`src/hdl/lzx_pkg.sv`:
```
// Shared constants, types and the controller/datapath interface for the decompressor.
`timescale 1ns / 1ps
package lzx_pkg;

  localparam int WinAw          = 13;
  localparam int WinDepth       = 1 << WinAw;
  localparam int BytesPerResult = 4;

  typedef enum logic [3:0] {
    PH_FLAG1,
    PH_FLAG2,
    PH_SHORT_A,
    PH_SHORT_B,
    PH_LITERAL,
    PH_LONG_LO,
    PH_LONG_HI,
    PH_LONG_CNT,
    PH_SHORT_OFF,
    PH_DONE
  } phase_t;

  // Commands from the controller to the datapath.
  typedef struct packed {
    logic             restart;
    logic             lit;
    logic             copy;
    logic             fin;
    logic [7:0]       data;
    logic [8:0]       len;
    logic [WinAw-1:0] match_dist;
  } lzx_cmd_t;

  // Status from the datapath to the controller.
  typedef struct packed {
    logic free;
  } lzx_sts_t;

endpackage

```
`src/hdl/lzx_ctrl.sv`:
```
// Decoder controller: flag word handling, decode phases and command issue.
`timescale 1ns / 1ps
module lzx_ctrl import lzx_pkg::*; (
  input  logic       clk,
  input  logic       rst,
  input  logic       in_valid,
  output logic       in_ready,
  input  logic [7:0] stream_byte,
  input  logic       new_stream,
  input  lzx_sts_t   sts,
  output lzx_cmd_t   cmd
);

  typedef enum logic {C_IDLE, C_BITS} ctl_state_t;

  ctl_state_t  state, state_next;
  phase_t      phase, phase_next;
  logic [15:0] flag_word, flag_word_next;
  logic [4:0]  flags_left, flags_left_next;
  logic [7:0]  held, held_next;
  logic [8:0]  mlen, mlen_next;
  logic        low_taken, low_taken_next;

  // The long match distance comes from the header bytes, kept until the count byte.
  logic [WinAw-1:0] dist_keep, dist_keep_next;

  phase_t      e_phase;
  logic [4:0]  e_flags_left;
  logic        e_low_taken;
  logic        take;

  assign in_ready = (state == C_IDLE) && sts.free;
  assign take     = in_valid && in_ready;

  always_comb begin
    state_next      = state;
    phase_next      = phase;
    flag_word_next  = flag_word;
    flags_left_next = flags_left;
    held_next       = held;
    mlen_next       = mlen;
    low_taken_next  = low_taken;
    cmd             = '0;
    e_phase         = new_stream ? PH_FLAG1 : phase;
    e_flags_left    = new_stream ? 5'd0 : flags_left;
    e_low_taken     = new_stream ? 1'b0 : low_taken;

    if (state == C_BITS) begin
      if (flags_left != 5'd0 && phase <= PH_SHORT_B) begin
        flag_word_next  = {1'b0, flag_word[15:1]};
        flags_left_next = flags_left - 5'd1;
        unique case (phase)
          PH_FLAG1:   phase_next = flag_word[0] ? PH_LITERAL : PH_FLAG2;
          PH_FLAG2:   phase_next = flag_word[0] ? PH_LONG_LO : PH_SHORT_A;
          PH_SHORT_A: begin
            mlen_next  = {7'd0, flag_word[0], 1'b0};
            phase_next = PH_SHORT_B;
          end
          default: begin
            mlen_next  = mlen + {8'd0, flag_word[0]} + 9'd2;
            phase_next = PH_SHORT_OFF;
          end
        endcase
      end else begin
        state_next = C_IDLE;
      end
    end else if (take) begin
      cmd.restart = new_stream;
      cmd.data    = stream_byte;
      if (new_stream) begin
        flag_word_next = '0;
        held_next      = '0;
        mlen_next      = '0;
        phase_next     = PH_FLAG1;
        flags_left_next = '0;
        low_taken_next = 1'b0;
      end
      if (e_phase == PH_DONE) begin
        // Nothing is decoded after the end marker.
      end else if (e_flags_left == 5'd0) begin
        if (!e_low_taken) begin
          held_next      = stream_byte;
          low_taken_next = 1'b1;
        end else begin
          flag_word_next  = {stream_byte, held};
          flags_left_next = 5'd16;
          low_taken_next  = 1'b0;
          state_next      = C_BITS;
        end
      end else begin
        unique case (e_phase)
          PH_LITERAL: begin
            cmd.lit    = 1'b1;
            phase_next = PH_FLAG1;
            state_next = C_BITS;
          end
          PH_LONG_LO: begin
            held_next  = stream_byte;
            phase_next = PH_LONG_HI;
          end
          PH_LONG_HI: begin
            cmd.match_dist = {stream_byte[7:3], held};
            if (stream_byte[2:0] == 3'd0) begin
              phase_next = PH_LONG_CNT;
            end else begin
              cmd.copy   = 1'b1;
              cmd.len    = {6'd0, stream_byte[2:0]} + 9'd2;
              phase_next = PH_FLAG1;
              state_next = C_BITS;
            end
          end
          PH_LONG_CNT: begin
            cmd.match_dist = dist_keep;
            if (stream_byte == 8'd0) begin
              cmd.fin    = 1'b1;
              phase_next = PH_DONE;
            end else begin
              // A count of one marks a segment boundary and copies nothing.
              cmd.copy   = (stream_byte != 8'd1);
              cmd.len    = {1'b0, stream_byte} + 9'd1;
              phase_next = PH_FLAG1;
              state_next = C_BITS;
            end
          end
          default: begin
            cmd.copy       = 1'b1;
            cmd.match_dist = {5'h1F, stream_byte};
            cmd.len        = mlen;
            phase_next     = PH_FLAG1;
            state_next     = C_BITS;
          end
        endcase
      end
    end
  end

  always_comb begin
    dist_keep_next = dist_keep;
    if (state == C_IDLE && take && e_phase == PH_LONG_HI && e_flags_left != 5'd0) begin
      dist_keep_next = {stream_byte[7:3], held};
    end
  end

  always_ff @(posedge clk) begin
    if (rst) begin
      state      <= C_IDLE;
      phase      <= PH_FLAG1;
      flag_word  <= '0;
      flags_left <= '0;
      held       <= '0;
      mlen       <= '0;
      low_taken  <= 1'b0;
      dist_keep  <= '0;
    end else begin
      state      <= state_next;
      phase      <= phase_next;
      flag_word  <= flag_word_next;
      flags_left <= flags_left_next;
      held       <= held_next;
      mlen       <= mlen_next;
      low_taken  <= low_taken_next;
      dist_keep  <= dist_keep_next;
    end
  end

endmodule

```
`config.mk`:
```
export PLATFORM = sky130hd
export DESIGN_NAME = lzx_ctrl
export DESIGN_NICKNAME = d
export VERILOG_FILES = /design/src/hdl/lzx_pkg.sv /design/src/hdl/lzx_ctrl.sv
export SDC_FILE = /design/constraint.sdc
export NUM_CORES = 1
export LEC_CHECK = 0
export ABC_AREA = 1
export BUFFER_PORTS_ARGS = -buffer_cell sky130_fd_sc_hd__buf_2
export CELL_PAD_IN_SITES_DETAIL_PLACEMENT = 2
export CELL_PAD_IN_SITES_GLOBAL_PLACEMENT = 2
export CORE_MARGIN = 8
export CORE_UTILIZATION = 34
export DETAILED_ROUTE_END_ITERATION = 10
export HOLD_SLACK_MARGIN = 0.15
export PLACE_DENSITY_LB_ADDON = 0.1
export SETUP_SLACK_MARGIN = 0.15
export SLEW_MARGIN = 10
export SYNTH_ARGS = -nofsm -noshare
export SYNTH_HDL_FRONTEND = slang
export SYNTH_SLANG_ARGS = --single-unit
```
`constraint.sdc`:
```
create_clock -name clk -period 3.6 [get_ports clk]
set_clock_uncertainty 0.15 [all_clocks]
set_input_delay 0.36 -clock clk [delete_from_list [all_inputs] [get_ports clk]]
set_output_delay 0.36 -clock clk [all_outputs]
set_load 0.01 [all_outputs]
```
==> results of run 1 <==
-- cell families (layout without fill, tap and decap cells) --
| kind of cell | after synthesis | count (layout) |
|---|---|---|
| compound gates | 192 | 192 |
| xor+xnor | 2 | 2 |
| fa+ha+maj | 8 | 8 |
| buf+inv | 115 | 147 |
| flops | 57 | 57 |
| simple gates | 255 | 255 |
-- registers in the layout, indices dropped and copies added (netlist names) --
register    count
flags_left      5
held            8
state           1
dist_keep      13
mlen            9
phase           4
flag_word      16
low_taken       1
-- how the worst min path moves through the flow --
stage	to	slack, ps	cells after the start
2_1_floorplan	flag_word[7]	290	2
3_3_place_gp	flag_word[7]	300	2
3_5_place_dp	flag_word[7]	330	2
4_1_cts	flags_left[4]	300	2
5_1_grt	flags_left[4]	330	2
6_report	held[7]	310	2
-- report_power, final --
group,switching [W],internal [W],leakage (nW)
combinational,0.000190,0.0000681,1.32
clock,0.000313,0.000553,0.144
sequential,0.0000215,0.000654,0.463
-- per-stage QoR --
stage | hold slack [ps] | std cells | area (um^2) | power (W)
floorplan | 294 | 629 | 3930 | 0.000851
detailed placement | 326 | 788 | 4200 | 0.000945
finish | 313 | 804 | 4490 | 0.00180
CTS | 303 | 804 | 4490 | 0.00181
global route | 332 | 804 | 4490 | 0.00187
global placement | 303 | 788 | 4200 | 0.000935
-- metal layers --
metal / track usage / vias to the layer above / wire length, um
met3: 0.0333 / 19 / 427
met4: 0.0737 / 0 / 300
met1: 0.273 / 2311 / 7380
met2: 0.381 / 51 / 8110
li1: - / 2180 / -
met5: 0 / - / 0
-- critical path, delay by kind of cell (launching register included) --
kind / cells / cell delay (ps)
and+or+nand+nor: 4 / 970
buffers and inverters: 3 / 640
DFF: 1 / 300
AOI/OAI and AO/OA: 2 / 280
-- cells in the final DEF, fill, tap and decap left out, types with 2 or more instances in the layout --
cell type and n:
nor3_1 8, o21ai_0 70, clkbuf_16 9, nand2_1 110, nor2_2 6, nor4_1 2
o21ai_1 17, ha_1 8, inv_2 7, inv_1 69, a21oi_1 58, o22ai_1 5
clkinv_2 2, xor2_1 2, o221ai_1 8, buf_2 47, inv_4 2, o211ai_1 6
nand2_2 6, nand3_1 43, a221oi_1 12, buf_4 4, clkinv_1 2, nand3_2 3
a31oi_1 12, nor2_1 74, clkbuf_1 3, dfxtp_1 57
-- cell usage after synthesis (all sizes together) --
master / number
nand2: 117
a221oi: 12
o211ai: 6
ha: 8
dfxtp: 57
o21ai: 88
a32oi: 1
xor2: 2
nor4: 2
nor3: 8
a21oi: 58
nand3: 47
a31o: 1
a31oi: 12
inv: 78
buf: 22
clkinv: 2
nor2: 81
o221ai: 8
clkbuf: 13
o22ai: 5
a22oi: 1
-- layout make-up --
| type | count | area, um^2 |
|---|---|---|
| tap | 143 | 179 |
| timing repair buffer | 51 | 265 |
| sequential | 57 | 1140 |
| inverter | 80 | 305 |
| clock inverter | 3 | 40.0 |
| fill | 1415 | 6880 |
| multi-input combinational | 457 | 2310 |
| clock buffer | 13 | 250 |
==> results.md, run 1 <==
- Status: finished clean
- Final wirelength: 16200 um
- Fin. Hold Viols: 0
- # clock sinks: 57
- Fraction of layout cells with a size suffix above 1: 0.141
- Ys Warns: 0
- Post-Synth XOR/XNOR Area: 0.00446
- Drt drc: 0
- CP max-delay cell: nand2_2
- Yosys top cell area share: 0.290
- WP data required: 3090 ps
- Core Util, Final: 0.395
- GR Util All Layers: 0.220
- Routed length per placed instance: 20.2 um
- RSZ-0062 raised after global routing: false
- Die height: 124 um
- Root Driver: clkbuf_16
- Post-CTS sizing: 0
- Worst-path clk slew: about 50 ps
- Fin crit period: 3060 ps
- Pin slew with the least headroom to its limit: 699 ps
- Port buffer count: 47
- Slowest stage delay, CP: ~320 ps
- Synth area leader: dfxtp_1
- Cell Area, Synth: 3930 um^2
- DIE WIDTH: 124 um
- FF-to-FF path depth: 10
- Synth Net Count: 650
- Fmax: 327 MHz
- H-tree levels: 3
- Worst slew margin: 0.534
- Number of setup violations in the final report: 0
- GP Congestion: between 0.8 and 0.9
- Largest net degree at the start of global routing: 34
- Critical Path Sink: cmd[20]
- Nets: between 600 and 700
- Pre-CTS WS: approximately 690 ps
- Register area share after synthesis: 0.290
- Largest family of logic cells by synthesized area: simple AND/OR/NAND/NOR gates
- Post-synthesis adder-cell area fraction: 0.0255
- Worst VDD drop: 0.243 mV
- Post-synth cell types: 34
- CTS Buf Count: 9
- Max Slew Vio Count: 0
- DR iter-0 viols: 223
- Critical Path Source: state
- R2r setup slk: ~1200 ps
- Congestion Overflow GR: 0
- Setup TNS: 0 ps
- Most numerous cell on the critical path: nand2_2
- Crit path cell chain: buf_4 -> nor2_2 -> nand2_2 -> nor2_4 -> nand2_2 -> inv_2 -> o21ai_0 -> a21oi_1 -> buf_2
- Vias in the first global route: approximately 4800
- Crit Path Class: flip-flop to output pin
- Die footprint: 15300 um^2
- Initial antenna violation count: 0
- Hold path start: rst
- Mapped Cells: approximately 630
- Mux contribution to synthesized area: 0
- Initial Util: 0.346
- Power Density: 401 nW/um^2
- FF-to-FF End: held[5]
- CTS max path bufs: 2
- Area of the core: roughly 11000 um^2
- Vias: between 4000 and 5000
- Final period util: 0.849
- P_leak: 1.93 nW
- Vias per inst: 5.67
- Peak fanout along the critical path: 23
- IO Count: 48
- Simple-gate share of the synthesized area: 0.281
- Fin worst setup slack: 543 ps
- HPWL Detailed: 11900 um
- CTS tree: done
- Post-DRT Antenna Nets: 0
- Max-cap violations: 0
- # Post-CTS Setup Buffers: 0
- Mapped Avg Cell Area: 6.25 um^2
- Ranking of synthesized cells by area: dfxtp_1 29%, nand2_1 11%, o21ai_0 8.9%, a21oi_1 7.4%, nor2_1 7.1%
- First-pass GRT wire length: 26100 um
- Layout Area Growth over Synthesis: 14.2%
- ANT cells: 0
- Synth Area in Compound Gates: 0.276
- Hold Path Class: input pin to flip-flop
- Cell Rows: 39
- Worst r2r src: state
- Hold-fix buffers, CTS: 0
- Setup crit end kind: output pin
- Crit path arrival time: 2550 ps
- #FFs+latches synth: 57
- Startpoint class of the critical path: flip-flop
- DRT Pass-1 Iters: 4
- Worst-Skew Late Latency: 330 ps
No activity file was read; power rests on OpenSTA's default activity.
==> inputs of run 2 (changes only) <==
- CORE_UTILIZATION: 34 -> 28
- clock period: 3.6 -> 2.7 ns (I/O delays scaled with it)
==> run 2 against run 1 <==
Against the previous run: sequential share of layout area fell by 1.2 points; design area rose by 5.2%; combinational power rose by 46%; count of clock-buffer cells in the layout fell by 3; sequential cell count did not move; highest routed layer unchanged; via count fell by 1.2%; first-iteration DRC count fell by 5.8%; register-to-register slack got worse by 730 ps; non-clock buffer count rose by 15; sequential power rose by 33%; worst hold slack got worse by 90 ps.
==> results.md, run 2 (synthesized netlist as in run 1, its figures left out) <==
- Pre-CTS WS: 410 ps (-284 ps)
- Worst VDD drop: 0.279 mV (+15%)
- Most flop-heavy register: flag_word
- Crit path cell chain: inv_1 -> nand3_1 -> nor2_2 -> nor2_4 -> nand2_4 -> buf_4 -> a221oi_1 -> buf_2
- Setup TNS: 0 ps (unchanged)
- Fmax: 413 MHz
- Fin. Hold Viols: 0 (unchanged)
- Worst r2r src: flags_left[0]
- Largest net degree at the start of global routing: 36 (+5.9%)
- IO Count: 48 (unchanged)
- FF-to-FF path depth: 10 (unchanged)
- Most common cell after layout, fill and taps aside: nand2_1
- Root Driver: clkbuf_16
- Nets: 692 (+2.2%)
- Peak fanout along the critical path: 15 (-35%)
- Initial Util: 0.285 (-0.0603)
- Worst hold path depth: 4 (+2)
- Hold path endpoint: phase[2]
- Combinational Power Share: 0.149 (+0.006)
- Post-DRT Antenna Nets: 0 (unchanged)
- Hold-fix buffers, CTS: 0 (unchanged)
- Sw Ratio: 0.292 (+0.000835)
- Critical path's top delay family: buffers and inverters
- Fin worst setup slack: 279 ps (-265 ps)
- Setup crit end kind: output pin
- Final wirelength: 17100 um (+5.4%)
- Hold Path Class: input pin to flip-flop
- Largest registers: flag_word x16, dist_keep x13, mlen x9
- Worst slew margin: 0.674 (+0.140)
- Vias per inst: 5.26 (-7.2%)
- Fin crit period: 2420 ps
- Register share of total power: 0.357 (-0.018)
- Most frequent cells in the layout: 108 x nand2_1, 74 x nor2_1, 70 x o21ai_0, 68 x inv_1, 58 x a21oi_1
- Port buffer count: 47 (unchanged)
- Layout Area Growth over Synthesis: 20.1%
- Die footprint: 18100 um^2 (+19%)
- DRT Pass-1 Iters: 4 (unchanged)
- CP max-delay cell: dfxtp_2
- GR Util All Layers: 0.193 (-0.0269)
- Crit path arrival time: 2000 ps (-550 ps)
- Clock power share: 0.494 (+0.013)
- Initial antenna violation count: 0 (unchanged)
- Max-cap violations: 0 (unchanged)
- Final period util: 0.897
- Max Slew Vio Count: 0 (unchanged)
- Largest register FFs: 16 (unchanged)
- DR iter-0 viols: 210 (-5.8%)
- DIE WIDTH: 134 um (+8.9%)
- Number of setup violations in the final report: 0 (unchanged)
- CTS max path bufs: 2 (unchanged)
- Fraction of layout cells with a size suffix above 1: 0.173 (+0.0324)
- Register Area: 1140 um^2 (+0.33%)
- ANT cells: 0 (unchanged)
- Drt drc: 0 (unchanged)
- Fillers: 1751 (+24%)
- HPWL Detailed: 12700 um (+7.0%)
- Slowest stage delay, CP: 420 ps (+100 ps)
- Vias in the first global route: 4851 (+1.9%)
- Routed length per placed instance: 20.0 um (-0.98%)
- Congestion Overflow GR: 0 (unchanged)
- Design Area, Final: 4720 um^2 (+5.2%)
- Power Density: 535 nW/um^2 (+33%)
- CTS Buf Count: 9 (unchanged)
- Area of the multi-input gates: 2320 um^2 (+0.71%)
- Internal power: 0.00179 W (+40%)
- H-tree levels: 3 (unchanged)
- RSZ-0062 raised after global routing: true
- # clock sinks: 57 (unchanged)
- Worst-Skew Late Latency: 350 ps (+20 ps)
- WP data required: 2280 ps (-810 ps)
- Hold path start: rst
- CTS tree: done
- FF-to-FF End: mlen[5]
- Worst Path Buf+Inv: 3 (unchanged)
- Status: finished clean
- Net Sw Power: 0.000738 W (+41%)
- P_leak: 2.02 nW (+4.9%)
- Placement Cell Area: 4350 um^2 (+3.7%)
- Startpoint class of the critical path: flip-flop
- GP Congestion: 0.835 (-1.1%)
- Worst-path clk slew: 50 ps (about the same)
- Vias: 4504 (-1.2%)
- Die height: 134 um (+8.9%)
- Cell Rows: 43 (+10%)
- Crit Path Class: flip-flop to output pin
- Pin slew with the least headroom to its limit: 487 ps (-212 ps)
- Area of the core: 13800 um^2 (+21%)
- R2r setup slk: 500 ps (-730 ps)
- First-pass GRT wire length: 27100 um (+4.0%)
[run 2: tightest hold or removal path, cell delays in order]
cell     delay, ps
buf_2          130
inv_1          130
o21ai_0        100
a21oi_1         50
[run 2: repair_timing]
item	in CTS	in global routing
resized for setup	2	8
pin swaps	0	1
setup buffers	0	2
endpoints found under the setup margin	12	19
[run 2: area by class of cell]
class | instances | area share
sequential | 57 | 0.242
clock inverter | 6 | 0.0175
multi-input combinational | 457 | 0.492
timing repair buffer | 66 | 0.0853
tap | 180 | 0.0477
clock buffer | 10 | 0.0485
inverter | 80 | 0.0665
[run 2: how the worst max path moves through the flow]
| stage | cells past startpoint | slack [ps] | end | start |
|---|---|---|---|---|
| floorplan | 6 | 870 | cmd[32] | state |
| global placement | 8 | 430 | cmd[5] | phase[1] |
| detailed placement | 8 | 410 | cmd[7] | phase[1] |
| CTS | 6 | 150 | cmd[7] | phase[0] |
| global route | 10 | 140 | cmd[19] | phase[3] |
| finish | 8 | 280 | cmd[0] | phase[1] |
[run 2: per-layer routing]
layer  vias to the layer above  GRT usage  share of wire
met2                        47      0.327           0.50
met5                         -          0              0
met1                      2233      0.239           0.46
li1                       2205          -              -
met3                        19     0.0349          0.023
met4                         0     0.0705          0.019
[run 2: metrics by stage]
| stage | cells | power (W) | util | hold WS (ps) |
|---|---|---|---|---|
| floorplan | 629 | 0.00114 | - | 294 |
| global route | 856 | 0.00264 | 0.343 | 250 |
| finish | 856 | 0.00252 | 0.343 | 223 |
| detailed placement | 838 | 0.00128 | 0.316 | 328 |
| global placement | 838 | 0.00128 | 0.316 | 303 |
| CTS | 854 | 0.00256 | 0.339 | 215 |
[run 2: power by group through the flow]
| stage | logic, W | registers (W) | clock network (W) |
|---|---|---|---|
| 3_5_place_dp | 0.000368 | 0.000917 | 0 |
| 6_report | 0.000377 | 0.000901 | 0.00125 |
| 5_1_grt | 0.000417 | 0.000904 | 0.00131 |
| 4_1_cts | 0.000371 | 0.000900 | 0.00129 |
| 2_1_floorplan | 0.000229 | 0.000906 | 0 |
| 3_3_place_gp | 0.000359 | 0.000916 | 0 |
